File: config.mk
export PLATFORM = sky130hd
export DESIGN_NAME = three_rotor_cipher
export DESIGN_NICKNAME = d
export VERILOG_FILES = /design/src/hdl/trc_pkg.sv /design/src/hdl/three_rotor_cipher.sv /design/src/hdl/trc_rotor.sv /design/src/hdl/trc_stepper.sv
export SDC_FILE = /design/constraint.sdc
export NUM_CORES = 1
export LEC_CHECK = 0
export ABC_AREA = 1
export BUFFER_PORTS_ARGS = -buffer_cell sky130_fd_sc_hd__buf_2
export CORE_UTILIZATION = 33
export DETAILED_ROUTE_END_ITERATION = 8
export HOLD_SLACK_MARGIN = 0.15
export SETUP_SLACK_MARGIN = 0.02
export SLEW_MARGIN = 20
export SYNTH_ARGS = -nofsm -noshare
export SYNTH_HDL_FRONTEND = slang
export SYNTH_SLANG_ARGS = --single-unit
File: constraint.sdc
create_clock -name clk -period 9.57 [get_ports clk]
set_input_delay 1.914 -clock clk [delete_from_list [all_inputs] [get_ports clk]]
set_output_delay 1.914 -clock clk [all_outputs]
set_load 0.01 [all_outputs]
File: src/hdl/trc_pkg.sv
// ----------------------------------------------------------------------------
// Three-rotor cipher package
// Operation codes, rotor numbering, register indexes, step thresholds and
// fixed field widths shared by the cipher modules.
// ----------------------------------------------------------------------------
`default_nettype none

package trc_pkg;

    localparam int OP_W        = 2;
    localparam int SEL_W       = 2;
    localparam int SYMBOL_W    = 5;
    localparam int KEY_W       = 5;
    localparam int CFG_IDX_W   = 2;
    localparam int COUNT_W     = 4;

    localparam int SYMBOL_CODES = 1 << SYMBOL_W;

    localparam int ROTORS       = 3;
    localparam int ROTOR_FIRST  = 0;
    localparam int ROTOR_SECOND = 1;
    localparam int ROTOR_THIRD  = 2;

    localparam logic [OP_W-1:0] OP_LOAD    = 2'd0;
    localparam logic [OP_W-1:0] OP_ENCRYPT = 2'd1;
    localparam logic [OP_W-1:0] OP_DECRYPT = 2'd2;

    localparam logic [CFG_IDX_W-1:0] CFG_KEY_FIRST  = 2'd0;
    localparam logic [CFG_IDX_W-1:0] CFG_KEY_SECOND = 2'd1;
    localparam logic [CFG_IDX_W-1:0] CFG_KEY_THIRD  = 2'd2;

    localparam logic [COUNT_W-1:0] STEP_THIRD_AT  = 4'd4;
    localparam logic [COUNT_W-1:0] STEP_SECOND_AT = 4'd8;
    localparam logic [COUNT_W-1:0] STEP_FIRST_AT  = 4'd12;

endpackage

`default_nettype wire

File: src/hdl/three_rotor_cipher.sv
// ----------------------------------------------------------------------------
// Three-rotor cipher
// Rotor substitution cipher without a reflector on symbol indices.
//
// The input channel (in_valid, in_stall) carries one beat per item: a rotor
// load, an encrypt or a decrypt. Loads give no result; in-range ones write
// one entry of a rotor and of its inverse. Each encrypt or decrypt beat gives
// one beat on the output channel (out_valid, out_stall) with result_symbol.
// A beat is taken into the input register and substituted in the following
// cycle through three rotor register-file lookups; the result register takes
// it when the input register advances. One item is accepted every cycle; the
// three chained lookups with their modular adjustments set the clock. While
// the receiver stalls, the result register holds its beat and the input
// register still takes beats; loads pass on, but the next encrypt or decrypt
// beat waits there and further input stalls. Keys are written through
// cfg_write, cfg_index and cfg_data, by the user only while idle; the block
// does not enforce it. Reset clears the keys, the offsets, the symbol count
// and both channels; rotor tables hold no defined contents until loaded.
// ----------------------------------------------------------------------------
`default_nettype none

module three_rotor_cipher #(
    parameter int ALPHABET_SIZE = 26
) (
    input  wire logic                           clk,
    input  wire logic                           rst_n,
    input  wire logic                           in_valid,
    output logic                                in_stall,
    input  wire logic [trc_pkg::OP_W-1:0]       operation,
    input  wire logic [trc_pkg::SEL_W-1:0]      rotor_select,
    input  wire logic [trc_pkg::SYMBOL_W-1:0]   entry_index,
    input  wire logic [trc_pkg::SYMBOL_W-1:0]   entry_value,
    input  wire logic [trc_pkg::SYMBOL_W-1:0]   symbol,
    input  wire logic                           first_of_message,
    output logic                                out_valid,
    input  wire logic                           out_stall,
    output logic      [trc_pkg::SYMBOL_W-1:0]   result_symbol,
    input  wire logic                           cfg_write,
    input  wire logic [trc_pkg::CFG_IDX_W-1:0]  cfg_index,
    input  wire logic [trc_pkg::KEY_W-1:0]      cfg_data
);

    import trc_pkg::*;

    localparam int SYM_W = $clog2(ALPHABET_SIZE);

    logic [KEY_W-1:0]    key_reg [ROTORS];
    logic [SYM_W-1:0]    key_red [ROTORS];
    logic [SYM_W-1:0]    mod_tab [SYMBOL_CODES];

    logic                s1_valid_reg;
    logic                s1_valid_next;
    logic [OP_W-1:0]     s1_op_reg;
    logic [SEL_W-1:0]    s1_sel_reg;
    logic [SYMBOL_W-1:0] s1_index_reg;
    logic [SYMBOL_W-1:0] s1_value_reg;
    logic [SYMBOL_W-1:0] s1_symbol_reg;
    logic                s1_first_reg;

    logic                in_fire;
    logic                s1_has_result;
    logic                s1_adv;
    logic                load_ok;

    logic                out_valid_reg;
    logic                out_valid_next;
    logic [SYMBOL_W-1:0] result_reg;
    logic [SYMBOL_W-1:0] result_next;

    logic [SYM_W-1:0]    offset   [ROTORS];
    logic [SYM_W-1:0]    fwd_addr [ROTORS];
    logic [SYM_W-1:0]    fwd_data [ROTORS];
    logic [SYM_W-1:0]    inv_addr [ROTORS];
    logic [SYM_W-1:0]    inv_data [ROTORS];
    logic [SYM_W-1:0]    sym_red;
    logic [SYM_W-1:0]    enc_sym;
    logic [SYM_W-1:0]    dec_sym;

    function automatic logic [SYM_W-1:0] sub_mod(input logic [SYM_W-1:0] a,
                                                 input logic [SYM_W-1:0] b);
        logic [SYM_W:0] d;
        d = {1'b0, a} - {1'b0, b};
        if (d[SYM_W])
            d = d + (SYM_W+1)'(ALPHABET_SIZE);
        return d[SYM_W-1:0];
    endfunction

    function automatic logic [SYM_W-1:0] add_mod(input logic [SYM_W-1:0] a,
                                                 input logic [SYM_W-1:0] b);
        logic [SYM_W:0] s;
        s = {1'b0, a} + {1'b0, b};
        if (s >= (SYM_W+1)'(ALPHABET_SIZE))
            s = s - (SYM_W+1)'(ALPHABET_SIZE);
        return s[SYM_W-1:0];
    endfunction

    for (genvar g = 0; g < SYMBOL_CODES; g++)
    begin : g_mod
        assign mod_tab[g] = SYM_W'(g % ALPHABET_SIZE);
    end

    always_ff @(posedge clk or negedge rst_n)
    begin
        if (!rst_n)
        begin
            for (int r = 0; r < ROTORS; r++)
                key_reg[r] <= '0;
        end
        else if (cfg_write)
        begin
            case (cfg_index)
                CFG_KEY_FIRST:  key_reg[ROTOR_FIRST]  <= cfg_data;
                CFG_KEY_SECOND: key_reg[ROTOR_SECOND] <= cfg_data;
                CFG_KEY_THIRD:  key_reg[ROTOR_THIRD]  <= cfg_data;
                default:        ;
            endcase
        end
    end

    always_comb
    begin
        for (int r = 0; r < ROTORS; r++)
            key_red[r] = mod_tab[key_reg[r]];
    end

    assign s1_has_result = (s1_op_reg == OP_ENCRYPT) || (s1_op_reg == OP_DECRYPT);
    assign s1_adv   = s1_valid_reg && (!s1_has_result || !out_valid_reg || !out_stall);
    assign in_stall = s1_valid_reg && !s1_adv;
    assign in_fire  = in_valid && !in_stall;
    assign s1_valid_next = in_fire ? 1'b1 : (s1_adv ? 1'b0 : s1_valid_reg);

    always_ff @(posedge clk or negedge rst_n)
    begin
        if (!rst_n)
            s1_valid_reg <= 1'b0;
        else
            s1_valid_reg <= s1_valid_next;
    end

    always_ff @(posedge clk)
    begin
        if (in_fire)
        begin
            s1_op_reg     <= operation;
            s1_sel_reg    <= rotor_select;
            s1_index_reg  <= entry_index;
            s1_value_reg  <= entry_value;
            s1_symbol_reg <= symbol;
            s1_first_reg  <= first_of_message;
        end
    end

    assign load_ok = s1_adv && (s1_op_reg == OP_LOAD)
                     && (32'(s1_index_reg) < ALPHABET_SIZE)
                     && (32'(s1_value_reg) < ALPHABET_SIZE);

    trc_stepper #(
        .ALPHABET_SIZE (ALPHABET_SIZE),
        .SYM_W         (SYM_W)
    ) u_stepper (
        .clk     (clk),
        .rst_n   (rst_n),
        .step    (s1_adv && s1_has_result),
        .restart (s1_first_reg),
        .key     (key_red),
        .offset  (offset)
    );

    for (genvar r = 0; r < ROTORS; r++)
    begin : g_rotor
        trc_rotor #(
            .ALPHABET_SIZE (ALPHABET_SIZE),
            .SYM_W         (SYM_W)
        ) u_rotor (
            .clk      (clk),
            .wr_en    (load_ok && (s1_sel_reg == SEL_W'(r))),
            .wr_index (SYM_W'(s1_index_reg)),
            .wr_value (SYM_W'(s1_value_reg)),
            .fwd_addr (fwd_addr[r]),
            .fwd_data (fwd_data[r]),
            .inv_addr (inv_addr[r]),
            .inv_data (inv_data[r])
        );
    end

    assign sym_red = mod_tab[s1_symbol_reg];

    assign fwd_addr[ROTOR_THIRD]  = sub_mod(sym_red, offset[ROTOR_THIRD]);
    assign fwd_addr[ROTOR_SECOND] = sub_mod(fwd_data[ROTOR_THIRD], offset[ROTOR_SECOND]);
    assign fwd_addr[ROTOR_FIRST]  = sub_mod(fwd_data[ROTOR_SECOND], offset[ROTOR_FIRST]);
    assign enc_sym = fwd_data[ROTOR_FIRST];

    assign inv_addr[ROTOR_FIRST]  = sym_red;
    assign inv_addr[ROTOR_SECOND] = add_mod(inv_data[ROTOR_FIRST], offset[ROTOR_FIRST]);
    assign inv_addr[ROTOR_THIRD]  = add_mod(inv_data[ROTOR_SECOND], offset[ROTOR_SECOND]);
    assign dec_sym = add_mod(inv_data[ROTOR_THIRD], offset[ROTOR_THIRD]);

    assign result_next = (s1_op_reg == OP_ENCRYPT) ? SYMBOL_W'(enc_sym) : SYMBOL_W'(dec_sym);

    always_comb
    begin
        if (s1_adv && s1_has_result)
            out_valid_next = 1'b1;
        else if (!out_stall)
            out_valid_next = 1'b0;
        else
            out_valid_next = out_valid_reg;
    end

    always_ff @(posedge clk or negedge rst_n)
    begin
        if (!rst_n)
            out_valid_reg <= 1'b0;
        else
            out_valid_reg <= out_valid_next;
    end

    always_ff @(posedge clk)
    begin
        if (s1_adv && s1_has_result)
            result_reg <= result_next;
    end

    assign out_valid     = out_valid_reg;
    assign result_symbol = result_reg;

    a_accept_lands: assert property (@(posedge clk) disable iff (!rst_n)
        in_fire |=> s1_valid_reg)
        else $error("accepted beat did not reach the input register");

    a_blocked_item_kept: assert property (@(posedge clk) disable iff (!rst_n)
        s1_valid_reg && s1_has_result && out_valid_reg && out_stall |=> s1_valid_reg)
        else $error("symbol beat dropped while the result register was full");

    a_load_no_result: assert property (@(posedge clk) disable iff (!rst_n)
        s1_adv && !s1_has_result && !(out_valid_reg && out_stall) |=> !out_valid_reg)
        else $error("non-symbol beat produced a result");

endmodule

`default_nettype wire

File: src/hdl/trc_rotor.sv
// ----------------------------------------------------------------------------
// Rotor table
// Forward permutation and its inverse as register files, written together
// by a load and read combinationally at one address each.
// ----------------------------------------------------------------------------
`default_nettype none

module trc_rotor #(
    parameter int ALPHABET_SIZE = 26,
    parameter int SYM_W         = 5
) (
    input  wire logic             clk,
    input  wire logic             wr_en,
    input  wire logic [SYM_W-1:0] wr_index,
    input  wire logic [SYM_W-1:0] wr_value,
    input  wire logic [SYM_W-1:0] fwd_addr,
    output logic      [SYM_W-1:0] fwd_data,
    input  wire logic [SYM_W-1:0] inv_addr,
    output logic      [SYM_W-1:0] inv_data
);

    logic [SYM_W-1:0] fwd_mem [ALPHABET_SIZE];
    logic [SYM_W-1:0] inv_mem [ALPHABET_SIZE];

    always_ff @(posedge clk)
    begin
        if (wr_en)
        begin
            fwd_mem[wr_index] <= wr_value;
            inv_mem[wr_value] <= wr_index;
        end
    end

    assign fwd_data = fwd_mem[fwd_addr];
    assign inv_data = inv_mem[inv_addr];

endmodule

`default_nettype wire

File: src/hdl/trc_stepper.sv
// ----------------------------------------------------------------------------
// Rotor stepper
// Holds the symbol count and the three rotor offsets, and gives the offsets
// that apply to the symbol now being substituted.
// ----------------------------------------------------------------------------
`default_nettype none

module trc_stepper #(
    parameter int ALPHABET_SIZE = 26,
    parameter int SYM_W         = 5
) (
    input  wire logic             clk,
    input  wire logic             rst_n,
    input  wire logic             step,
    input  wire logic             restart,
    input  wire logic [SYM_W-1:0] key [trc_pkg::ROTORS],
    output logic      [SYM_W-1:0] offset [trc_pkg::ROTORS]
);

    import trc_pkg::*;

    logic [SYM_W-1:0]   offset_reg [ROTORS];
    logic [SYM_W-1:0]   base       [ROTORS];
    logic [ROTORS-1:0]  advance;
    logic [COUNT_W-1:0] count_reg;
    logic [COUNT_W-1:0] count_base;
    logic [COUNT_W-1:0] count_next;

    assign count_base = restart ? '0 : count_reg;
    assign count_next = (count_base < STEP_FIRST_AT) ? count_base + 1'b1 : count_base;

    assign advance[ROTOR_THIRD]  = (count_base >= STEP_THIRD_AT);
    assign advance[ROTOR_SECOND] = (count_base >= STEP_SECOND_AT);
    assign advance[ROTOR_FIRST]  = (count_base >= STEP_FIRST_AT);

    always_comb
    begin
        for (int r = 0; r < ROTORS; r++)
        begin
            base[r] = restart ? key[r] : offset_reg[r];
            if (!advance[r])
                offset[r] = base[r];
            else if (base[r] == SYM_W'(ALPHABET_SIZE - 1))
                offset[r] = '0;
            else
                offset[r] = base[r] + 1'b1;
        end
    end

    always_ff @(posedge clk or negedge rst_n)
    begin
        if (!rst_n)
        begin
            count_reg <= '0;
            for (int r = 0; r < ROTORS; r++)
                offset_reg[r] <= '0;
        end
        else if (step)
        begin
            count_reg <= count_next;
            for (int r = 0; r < ROTORS; r++)
                offset_reg[r] <= offset[r];
        end
    end

    a_count_bound: assert property (@(posedge clk) disable iff (!rst_n)
        count_reg <= STEP_FIRST_AT)
        else $error("symbol count passed its saturation value");

    a_count_holds: assert property (@(posedge clk) disable iff (!rst_n)
        step && !restart && count_reg == STEP_FIRST_AT |=> count_reg == STEP_FIRST_AT)
        else $error("saturated symbol count moved without a restart");

    a_offset_range: assert property (@(posedge clk) disable iff (!rst_n)
        32'(offset_reg[ROTOR_FIRST]) < ALPHABET_SIZE
        && 32'(offset_reg[ROTOR_SECOND]) < ALPHABET_SIZE
        && 32'(offset_reg[ROTOR_THIRD]) < ALPHABET_SIZE)
        else $error("rotor offset outside the alphabet");

endmodule

`default_nettype wire

# Yosys cells after proc, flatten, opt, wreduce, memory -nomap -nowiden
# Memory sizes are Yosys's and may differ from the RTL's.
# Cells that the tools add are included.
dict set report totals {
  regBits 61
  ram_bits 780
  romBits 640
  in_bits 32
  out_inout_bits 7
  elab_cells 130
  memories 10
}
dict set report op_classes {
  n_addsub 16
  order_cmp 13
  n_eq_ne 10
  n_mux 36
  n_bitwise 4
  n_reduce_logical 25
}
# memory words word_bits rd rd_ports_with_merged_regs write_ports line_no
set mem_list {}
lappend mem_list {{(name not given)} 32 5 1 0 0 three_rotor_cipher.sv:186} ;# assign sym_red = mod_tab[s1_symbol_reg];
lappend mem_list {{(name not given)} 32 5 1 0 0 three_rotor_cipher.sv:123} ;# key_red[r] = mod_tab[key_reg[r]];
lappend mem_list {{(name not given)} 32 5 1 0 0 three_rotor_cipher.sv:123}
lappend mem_list {{(name not given)} 32 5 1 0 0 three_rotor_cipher.sv:123}
lappend mem_list {{g_rotor[0].u_rotor.fwd_mem} 26 5 1 0 1 trc_rotor.sv:22} ;# logic [SYM_W-1:0] fwd_mem [ALPHABET_SIZE];
lappend mem_list {{g_rotor[0].u_rotor.inv_mem} 26 5 1 0 1 trc_rotor.sv:23} ;# logic [SYM_W-1:0] inv_mem [ALPHABET_SIZE];
lappend mem_list {{+4 memories} -- -- -- -- -- --}
# op count
set op_table {}
lappend op_table {{5-bit two-way mux} 24}
lappend op_table {{6-bit >= comparator, second input constant} 4}
lappend op_table {{5-bit inverter with 6-bit output} 4}
lappend op_table {{5-bit by 5-bit adder with 6-bit output} 3}
lappend op_table {{6-bit by 5-bit >= comparator with 1-bit output, second input constant} 3}
lappend op_table {{5-bit by 5-bit subtractor with 6-bit output} 3}
lappend op_table {{5-bit by 1-bit adder with 5-bit output, second input constant} 3}
lappend op_table {{5-bit adder, second input constant} 3}
lappend op_table {{5-bit equality test, second input constant} 3}
lappend op_table {{5-bit subtractor, second input constant} 3}
lappend op_table {{1-bit logical AND} 10}
lappend op_table {{5-bit < comparator, second input constant} 2}
lappend op_table {{1-bit two-way mux} 10}
lappend op_table {{4-bit >= comparator, second input constant} 2}
lappend op_table {{4-bit two-way mux} 2}
lappend op_table {{2-bit by 1-bit equality test with 1-bit output, second input constant} 3}
lappend op_table {{2-bit equality test, second input constant} 3}
lappend op_table {{2-bit zero test} 3}
lappend op_table {{2-bit AND reduction} 3}
lappend op_table {{1-bit zero test} 5}
lappend op_table {{4-bit by 1-bit adder with 4-bit output, second input constant} 1}
lappend op_table {{4-bit by 3-bit >= comparator with 1-bit output, second input constant} 1}
lappend op_table {{4-bit < comparator, second input constant} 1}
lappend op_table {{1-bit logical OR} 3}
lappend op_table {{other kinds (2)} 2}

# Logic depth before layout (Yosys ltp)
# Gate-level depths: netlist of run 1.
# An unclocked memory read counts as a cell.
dict set report depth {
  depth_word 21
  mapped_depth 67
}

# Modules after synthesis
# From an unflattened synthesis of run 1, not the netlist that was laid out.
dict set report hier_totals {
  cells_unflattened 3758
  hier_area_um2 38445.6
}
# module n_inst cells_per_inst area_each_um2 seq_area_each_um2
set modules_own_cells {}
lappend modules_own_cells {trc_rotor 3 1023 11130.7 7807.5}
lappend modules_own_cells {three_rotor_cipher 1 423 3434.5 1176.1}
lappend modules_own_cells {trc_stepper 1 266 1619.1 475.5}

# Worst setup path after synthesis of run 1
# Ideal clock, no wire load.
dict set report synth_path {
  kind {reg2reg}
  startpoint {reg s1_symbol_reg[4]}
  endpoint {reg result_reg[3] (netlist: result_symbol[3]) (data pin)}
  setup_ns 0.258
  t_arrival_ns 7.851
  setup_slack_ns 1.461
  stages_incl_launch_ff 57
  path_buffers 4
  path_cell_list {edfxtp_1 a21oi_2 inv_2 nand2_4 inv_2 buf_6 clkbuf_1 a221o_1 a221oi_1 nor3_1 a31oi_1 inv_1 ha_1 ha_1 inv_1 nand2_4 xor2_4 nand2_1 (+21 left out) or2_2 o21ai_0 clkbuf_1 o311ai_0 nand3_1 a32o_1 inv_1 ha_1 fa_1 a21oi_1 o21ai_0 xor2_1 nor2_1 nor3_1 inv_1 nand3_1 nor3b_1 nor2_1}
}
dict set report synth_via {
  elab_chain_cells 17
  elab_cells_between_ends 32
}
# element line_no
set synth_rtl {}
lappend synth_rtl {{start, declared} three_rotor_cipher.sv:57} ;# logic [SYMBOL_W-1:0] s1_symbol_reg;
lappend synth_rtl {{start signal, assigned} three_rotor_cipher.sv:148} ;# s1_symbol_reg <= symbol;
lappend synth_rtl {{5-bit inverter with 6-bit output (implied by the code) *} three_rotor_cipher.sv:186}
lappend synth_rtl {{memory 32 x 5 bit *} --}
lappend synth_rtl {{5-bit two-way mux (implied by the code) * (2 in series)} three_rotor_cipher.sv:186}
lappend synth_rtl {{5-bit by 5-bit subtractor with 6-bit output or memory 26 x 5 bit (tied branches)} --}
lappend synth_rtl {{5-bit adder or 5-bit by 5-bit adder with 6-bit output (tied branches)} {three_rotor_cipher.sv:84, three_rotor_cipher.sv:91}}
lappend synth_rtl {{5-bit two-way mux, or another cell as far along} three_rotor_cipher.sv:83} ;# if (d[SYM_W])
lappend synth_rtl {{memory 26 x 5 bit or 5-bit two-way mux (tied branches)} --}
lappend synth_rtl {{5-bit by 5-bit subtractor with 6-bit output or memory 26 x 5 bit (tied branches)} --}
lappend synth_rtl {{5-bit adder or 5-bit by 5-bit adder with 6-bit output (tied branches)} {three_rotor_cipher.sv:84, three_rotor_cipher.sv:91}}
lappend synth_rtl {{5-bit two-way mux, or another cell as far along} three_rotor_cipher.sv:83}
lappend synth_rtl {{memory 26 x 5 bit or 5-bit two-way mux (tied branches)} --}
lappend synth_rtl {{5-bit by 5-bit subtractor with 6-bit output or memory 26 x 5 bit (tied branches)} --}
lappend synth_rtl {{5-bit adder or 5-bit by 5-bit adder with 6-bit output (tied branches)} {three_rotor_cipher.sv:84, three_rotor_cipher.sv:91}}
lappend synth_rtl {{5-bit two-way mux, or another cell as far along} three_rotor_cipher.sv:83}
lappend synth_rtl {{memory 26 x 5 bit or 5-bit two-way mux (tied branches)} --}
lappend synth_rtl {{5-bit two-way mux *} three_rotor_cipher.sv:198} ;# assign result_next = (s1_op_reg == OP_ENCRYPT) ? SYMBOL_W'(enc_sym) : SYMBOL_W'(dec_sym);
lappend synth_rtl {{via result_next[3]} three_rotor_cipher.sv:68} ;# logic [SYMBOL_W-1:0] result_next;
lappend synth_rtl {{end signal, assigned} three_rotor_cipher.sv:221} ;# result_reg <= result_next;
lappend synth_rtl {{end, declared} three_rotor_cipher.sv:67} ;# logic [SYMBOL_W-1:0] result_reg;
# Mark *: on every way through the listed nets, which the timed path passes. The rest lies on a longest branch. The select of a mux whose other input is x is not followed.
# A chain may end at the register's enable or synchronous reset.

# Worst setup path in the final report of run 1
# Same ends and word-level chain as after synthesis.

==> results of run 1 <==
-- how the worst min path moves through the flow --
| stage | cells after the start | from | endpoint | slack (ns) |
|---|---|---|---|---|
| floorplan | 2 | key_reg[0] | key_reg[0] | 0.45 |
| global placement | 2 | u_stepper.offset_reg[10] | u_stepper.offset_reg[10] | 0.47 |
| detailed placement | 2 | u_stepper.offset_reg[10] | u_stepper.offset_reg[10] | 0.47 |
| CTS | 2 | u_stepper.offset_reg[10] | u_stepper.offset_reg[10] | 0.49 |
| global route | 2 | u_stepper.offset_reg[10] | u_stepper.offset_reg[10] | 0.51 |
| finish | 2 | u_stepper.offset_reg[12] | u_stepper.offset_reg[12] | 0.49 |
-- per-layer routing --
metal  global-route usage [%]  up-vias
met5                        0        -
met4                     4.83        0
met3                     2.90      160
met2                     28.4      876
met1                     24.3    12300
li1                         -    11600
-- worst max-delay path, delay by kind of cell, from the launching register on --
family | cells | cell delay [ns]
XOR/XNOR | 1 | 0.15
buffers and inverters | 21 | 2.29
AO/OA/AOI/OAI | 12 | 2.25
flip-flops | 1 | 0.44
AND/OR/NAND/NOR | 17 | 1.91
adder cells (fa/ha/maj) | 6 | 1.66
-- cell families (layout without fill, tap and decap cells) --
group | count (synthesis) | after routing
AND/OR/NAND/NOR | 1580 | 1582
buffers and inverters | 343 | 489
multiplexers | 74 | 74
adder cells (fa/ha/maj) | 50 | 50
AO/OA/AOI/OAI | 361 | 361
XOR/XNOR | 17 | 17
flip-flops | 841 | 841
-- repair_timing --
action                                  CTS  global route
resized for setup                         6            79
pin swaps                                 1            13
setup buffers                             0            20
cloned                                    1             2
endpoints found under the setup margin    4             5
-- through the flow --
| step | instances | instance area (µm²) |
|---|---|---|
| 2_1_floorplan | 3266 | 37100 |
| 3_3_place_gp | 4714 | 39100 |
| 3_5_place_dp | 4714 | 39100 |
| 4_1_cts | 4880 | 42100 |
| 5_1_grt | 4902 | 42600 |
| 6_report | 4902 | 42600 |
-- placed cells by master (no fill, tap or decap), types with 8 or more instances in the layout --
cell type	n
edfxtp_1	805
nand2_1	713
nor2_1	458
nand3_1	266
inv_1	180
o21ai_0	98
clkbuf_16	90
buf_4	74
a21oi_1	70
mux2i_1	66
o211ai_1	54
or2_2	53
o311ai_0	46
ha_1	40
buf_2	38
dfrtp_1	36
nor3_1	27
clkinv_2	24
clkinv_1	20
a31oi_1	18
a221o_1	16
nand2_2	14
clkbuf_1	10
inv_2	9
xor2_1	9
a32o_1	9
buf_12	9
nand2_4	8
clkinvlp_4	8
mux2_2	8
bufinv_16	8
-- area by class of cell --
cell class              count  area share [%]
repair inverters            1          0.0176
repair buffers            124            2.25
clock inverters            65            1.58
well taps                1488            4.37
flip-flops and latches    841            58.8
inverters                 199            1.82
clock buffers             100            5.37
multi-input cells        2084            25.8
==> metrics.yaml, run 1 <==
outcome: "finished clean"
synth_seq_cells: 841
synth_fa_ha_area_share_pct: 1.77
fillers: 10700
synth-compound-area-share_pct: 6.51
slew_headroom_pct: 26.3
final_antenna_net_count: 0
multiInputGateArea_um2: 11000
hpwlAfterDp_um: 63700
synth_ff_type: "edfxtp_1"
ios: 39
antenna_found_initial: 0
place_ws_ns: -0.156
initial_core_util_pct: 33.4
core_area_um2: 111000
clk_pin_slew_ns: 0.06
numClockSinks: 841
yosys.area_share.simple_pct: 17.9
drive_above_1_share_pct: 12.4
die_x_um: 337
vias: 25000
yosys.area.top_type_share_pct: 65.2
crit_path_max_fanout: 26
crit_end: "result_symbol[3]"
gp_congestion: 0.869
wl_met3_um: 6600
startpoint: "s1_symbol_reg[4]"
seqCellArea_um2: 25100
grtUsageTotal_pct: 17.6
met1Wirelength_um: 44200
synth.area.top_cells: "edfxtp_1, nand2_1, nor2_1"
synth_edf_count: 805
reg2reg_slack_ns: 0.58
avgRoutedWirePerCell_um: 20.4
crit_top_cell: "inv_1"
worst_slew_pin_slew_ns: 1.11
muxShareOfSynthArea_pct: 2.02
finClkSkew_ns: 0.0321
synth_top_family_by_area: "simple AND/OR/NAND/NOR gates"
r2r_cells: 57
hold_ws_ns: 0.486
grt_pass1_vias: 24300
yosysMostFrequentCell: "edfxtp_1"
cts_htree_levels: 3
final_nets: 3423
core.rowCount: 122
drtIter0Drc: 2375
dieArea_um2: 114000
syn_nets: 3348
drt_wl_total_um: 100000
holdBufCountCts: 0
slowest_stage: "edfxtp_1"
via_per_inst: 5.09
top_layer: "met4"
fin_setup_tns_ns: 0
drv_cap: 0
crit_arrival_ns: 9.40
fin_crit_ns: 8.99
cts_tree: "yes"
setup_viol: 0
timing.fmax_mhz: 111
avgSynthCellArea_um2: 11.4
async_flop_share_pct: 4.28
cp-end-kind: "register"
startpoint_type: "register"
crit_type: "register to register"
syn2layout_area_growth_pct: 14.9
yosysWarnings: 0
fin_ws_ns: 0.584
finalHoldViolCount: 0
netlist_area_um2: 37100
reg2reg_to: "result_symbol[3]"
cp.required_ns: 9.98
grt_pass1_wl_um: 152000
cts_buffers: 90
period_share_pct: 93.9
reg.largest.list: "g_rotor.u_rotor.fwd_mem x390, g_rotor.u_rotor.inv_mem x390"
clock_latency_ns: 0.69
critPathMaxStageDelay_ns: 0.44
drcViolationCount: 0
yosys.area_share.xor_xnor_pct: 0.472
io_buffers: 38
diodes: 0
die_y_um: 337
netlist_instances: 3266
final_max_slew_viol_count: 0
ys_seq_area_share_pct: 67.6
grt-ovfl-total: 0
hold_path_class: "register to register"
cts-root-buf: "clkbuf_16"
ys_types: 52
reg2reg_from: "s1_symbol_reg[4]"
cts_buffer_depth: 3
synthTopCellsByCount: "edfxtp_1, nand2_1, nor2_1, nand3_1, inv_1"
met2_length_um: 47000
grt_max_degree: 83
dr.pass1.iters: 5
post-route-util_pct: 38.4
synth_top_area_cell: "edfxtp_1"
Power of run 1 is left out: the tool's default activity adds up to more than one toggle a clock period on the data nets, which glitch-free logic cannot reach.
==> inputs of run 2 (changes only) <==
--- a/config.mk
+++ b/config.mk
@@ -10,6 +10,7 @@
 export CORE_UTILIZATION = 33
 export DETAILED_ROUTE_END_ITERATION = 8
 export HOLD_SLACK_MARGIN = 0.15
+export PLACE_DENSITY = 0.45
 export SETUP_SLACK_MARGIN = 0.02
 export SLEW_MARGIN = 20
 export SYNTH_ARGS = -nofsm -noshare
==> metrics.yaml, run 2 (same netlist as run 1, synthesis figures left out) <==
drv_cap: 0
final_nets: 3461
reg2reg_from: "s1_symbol_reg[3]"
fin_crit_ns: 9.04
diodes: 0
cts_buffer_depth: 3
cts-root-buf: "clkbuf_16"
startpoint_type: "register"
crit_path_max_fanout: 21
cts_htree_levels: 3
hpwlAfterDp_um: 70100
cts_tree: "yes"
reg.largest.list: "g_rotor.u_rotor.fwd_mem x390, g_rotor.u_rotor.inv_mem x390"
gp_congestion: 0.820
rsz0062_at_grt: "true"
startpoint: "s1_symbol_reg[3]"
core_area_um2: 111000
slowest_stage: "edfxtp_1"
slew_headroom_pct: 25.4
vias: 24700
drcViolationCount: 0
critPathMaxStageDelay_ns: 0.46
grt-ovfl-total: 0
die_y_um: 337
layout_commonest_cell: "edfxtp_1"
drt_wl_total_um: 109000
layout_common_cells: "edfxtp_1, nand2_1, nor2_1"
avgRoutedWirePerCell_um: 22.1
die_x_um: 337
fin_ws_ns: 0.529
hold_path_class: "register to register"
worst_slew_pin_slew_ns: 1.11
crit_top_cell: "inv_1"
grt_pass1_vias: 24300
reg2reg_to: "result_symbol[3]"
crit_arrival_ns: 9.47
antenna_found_initial: 4
cts_buffers: 94
final_antenna_net_count: 0
cp-end-kind: "register"
holdBufCountCts: 0
numClockSinks: 841
period_share_pct: 94.5
drtIter0Drc: 1921
initial_core_util_pct: 33.4
r2r_cells: 53
clk_pin_slew_ns: 0.06
setup_viol: 0
reg2reg_slack_ns: 0.53
clock_latency_ns: 0.69
ios: 39
grtUsageTotal_pct: 19.2
finClkSkew_ns: 0.0362
finalHoldViolCount: 0
io_buffers: 38
hold_ws_ns: 0.485
grt_max_degree: 82
final_cells: 4943
timing.fmax_mhz: 111
outcome: "finished clean"
syn2layout_area_growth_pct: 16.5
cp.required_ns: 10.00
fillers: 10900
final_max_slew_viol_count: 0
grt_pass1_wl_um: 162000
crit_end: "result_symbol[3]"
place_ws_ns: -0.891
dieArea_um2: 114000
drive_above_1_share_pct: 14.0
crit_type: "register to register"
dr.pass1.iters: 5
dp_cells: 4725
via_per_inst: 5.00
core.rowCount: 122
## run 2: cell count changes in the layout (fill, tap and decap cells not counted), sizes merged, moves of 2 or more
cell,change
clkinvlp,-2
clkbuf,+18
inv,-5
bufinv,+4
clkinv,-8
buf,+33
## run 2: worst min-delay path by stage
stage	startpoint	endpoint	cells past startpoint
finish	u_stepper.offset_reg[12]	u_stepper.offset_reg[12]	2
global route	u_stepper.offset_reg[12]	u_stepper.offset_reg[12]	2
CTS	u_stepper.offset_reg[12]	u_stepper.offset_reg[12]	2
detailed placement	u_stepper.offset_reg[12]	u_stepper.offset_reg[12]	2
global placement	u_stepper.offset_reg[12]	u_stepper.offset_reg[12]	2
floorplan	key_reg[0]	key_reg[0]	2
## run 2: worst max-delay path: cells and delay by family (launching register included)
family	cells	cell delay [ns]
AND/OR/NAND/NOR	19	2.54
AO/OA/AOI/OAI	11	2.11
buffers and inverters	16	1.86
adder cells (fa/ha/maj)	5	1.44
flip-flops	1	0.46
XOR/XNOR	2	0.35
## run 2: per-layer routing
metal | up-vias | wire [µm] | GRT usage (%)
li1 | 11700 | - | -
met1 | 12200 | 52800 | 28.7
met2 | 648 | 47600 | 28.6
met3 | 135 | 5930 | 2.70
met4 | 0 | 2650 | 5.72
met5 | - | 0 | 0
## run 2: area by class of cell
class                      count  area (µm²)  share of cell area, %
sequential                   841       25100                   58.0
multi-input combinational   2085       11200                   25.8
clock buffer                 118        2510                   5.80
tap                         1488        1860                   4.31
timing repair buffer         157        1240                   2.87
inverter                     199         769                   1.78
clock inverter                54         621                   1.44
timing repair inverter         1        7.51                 0.0174
## run 2: metrics by stage
step / cell area (µm²) / TNS [ns] / utilization, %
2_1_floorplan: 37100 / 0 / -
3_3_place_gp: 39200 / -2.65 / 35.3
4_1_cts: 42500 / 0 / 38.3
6_report: 43200 / 0 / 38.9
3_5_place_dp: 39200 / -2.67 / 35.3
5_1_grt: 43200 / -0.0621 / 38.9
## run 2: repair_timing
action,in CTS,in global routing
gates resized for setup,29,101
gates cloned,4,1
pin swaps,3,24
hold endpoints to repair,0,0
setup buffers,7,35
setup endpoints to repair,4,5
Power of run 2 is left out for the same reason.
==> inputs of run 3 (changes only) <==
--- a/config.mk
+++ b/config.mk
@@ -8,6 +8,7 @@
 export ABC_AREA = 1
 export BUFFER_PORTS_ARGS = -buffer_cell sky130_fd_sc_hd__buf_2
 export CORE_UTILIZATION = 33
+export CTS_BUF_LIST = sky130_fd_sc_hd__clkbuf_8
 export DETAILED_ROUTE_END_ITERATION = 8
 export HOLD_SLACK_MARGIN = 0.15
 export PLACE_DENSITY = 0.45
==> metrics.yaml, run 3 (same netlist as run 1, synthesis figures left out) <==
holdBufCountCts: 0
cts_buffer_depth: 3
drcViolationCount: 0
cp-end-kind: "register"
grt-ovfl-total: 0
hold_path_class: "register to register"
cts_buffers: 150
drt_wl_total_um: 110000
gp_congestion: 0.820
grt_pass1_wl_um: 163000
crit_top_cell: "inv_1"
dr.pass1.iters: 5
syn2layout_area_growth_pct: 15.7
core_area_um2: 111000
dieArea_um2: 114000
crit_path_max_fanout: 21
slew_headroom_pct: 25.1
startpoint_type: "register"
setup_viol: 0
finalHoldViolCount: 0
cts_tree: "yes"
io_buffers: 38
finClkSkew_ns: 0.0320
cts_htree_levels: 4
drtIter0Drc: 2037
via_per_inst: 5.00
slowest_stage: "edfxtp_1"
reg.largest.list: "g_rotor.u_rotor.fwd_mem x390, g_rotor.u_rotor.inv_mem x390"
cp.required_ns: 10.12
antenna_found_initial: 5
die_y_um: 337
cts-root-buf: "clkbuf_8"
grt_pass1_vias: 24800
crit_arrival_ns: 9.52
die_x_um: 337
outcome: "finished clean"
critPathMaxStageDelay_ns: 0.45
period_share_pct: 93.7
final_nets: 3519
layout_commonest_cell: "edfxtp_1"
dp_cells: 4725
ios: 39
worst_slew_pin_slew_ns: 1.12
core.rowCount: 122
grtUsageTotal_pct: 19.4
final_antenna_net_count: 0
crit_type: "register to register"
grt_max_degree: 82
final_max_slew_viol_count: 0
initial_core_util_pct: 33.4
drv_cap: 0
numClockSinks: 841
fin_crit_ns: 8.97
final_cells: 5031
layout_common_cells: "edfxtp_1, nand2_1, nor2_1"
hpwlAfterDp_um: 70100
vias: 25200
reg2reg_slack_ns: 0.60
avgRoutedWirePerCell_um: 21.9
timing.fmax_mhz: 111
clock_latency_ns: 0.83
clk_pin_slew_ns: 0.06
drive_above_1_share_pct: 15.2
[run 3: cell types whose count changed in the layout (fill, tap and decap cells not counted), sizes merged, moves of 3 or more]
cell	previous run	this run
bufinv	12	7
clkbuf	118	158
clkinv	44	47
clkinvlp	6	9
inv	192	236
[run 3: stage by stage]
stage,area [µm²],hold slack [ns],utilization (%),setup slack (ns),TNS (ns)
2_1_floorplan,37100,0.446,-,1.46,0
3_3_place_gp,39200,0.468,35.3,-0.855,-2.65
3_5_place_dp,39200,0.473,35.3,-0.891,-2.67
4_1_cts,42200,0.488,38.0,0.0480,0
5_1_grt,42900,0.507,38.6,-0.0578,-0.0853
6_report,42900,0.492,38.6,0.600,0
[run 3: metal layers]
| layer | part of all wire, % | track usage, % | vias up |
|---|---|---|---|
| li1 | - | - | 11900 |
| met1 | 48 | 28.6 | 12400 |
| met2 | 44 | 28.5 | 726 |
| met3 | 5.6 | 3.69 | 165 |
| met4 | 2.4 | 6.47 | 0 |
| met5 | 0 | 0 | - |
[run 3: worst paths after layout]
check,cells after the start,endpoint,start
max in group asynchronous,1,s1_valid_reg,rst_n
worst max register to register,57,result_symbol[3],s1_symbol_reg[4]
worst min register to register,2,u_stepper.offset_reg[9],u_stepper.offset_reg[9]
min in group asynchronous,1,key_reg[1],rst_n
worst max-delay path,57,result_symbol[3],s1_symbol_reg[4]
worst min-delay path,2,u_stepper.offset_reg[9],u_stepper.offset_reg[9]
[run 3: cell type report]
type,instances,area [µm²]
inverters,199,768
repair buffers,158,1220
well taps,1488,1860
flip-flops and latches,841,25100
fillers,11000,68200
clock buffers,158,2170
diodes,1,2.50
clock inverters,99,607
repair inverters,1,7.51
multi-input cells,2086,11200
[run 3: repair_timing]
| item | CTS | global route |
|---|---|---|
| gates cloned | 3 | 2 |
| endpoints found under the hold margin | 0 | 0 |
| gates resized for setup | 26 | 104 |
| setup endpoints to repair | 4 | 5 |
| pin swaps | 3 | 29 |
| buffers inserted | 8 | 36 |
[run 3: worst max-delay path, delay by kind of cell, from the launching register on]
kind                     cells  cell delay, ns
adder cells (fa/ha/maj)      7            1.59
AO/OA/AOI/OAI               11            2.15
buffers and inverters       20            2.11
XOR/XNOR                     3            0.55
AND/OR/NAND/NOR             16            1.84
flip-flops                   1            0.45
Power of run 3 is left out for the same reason.
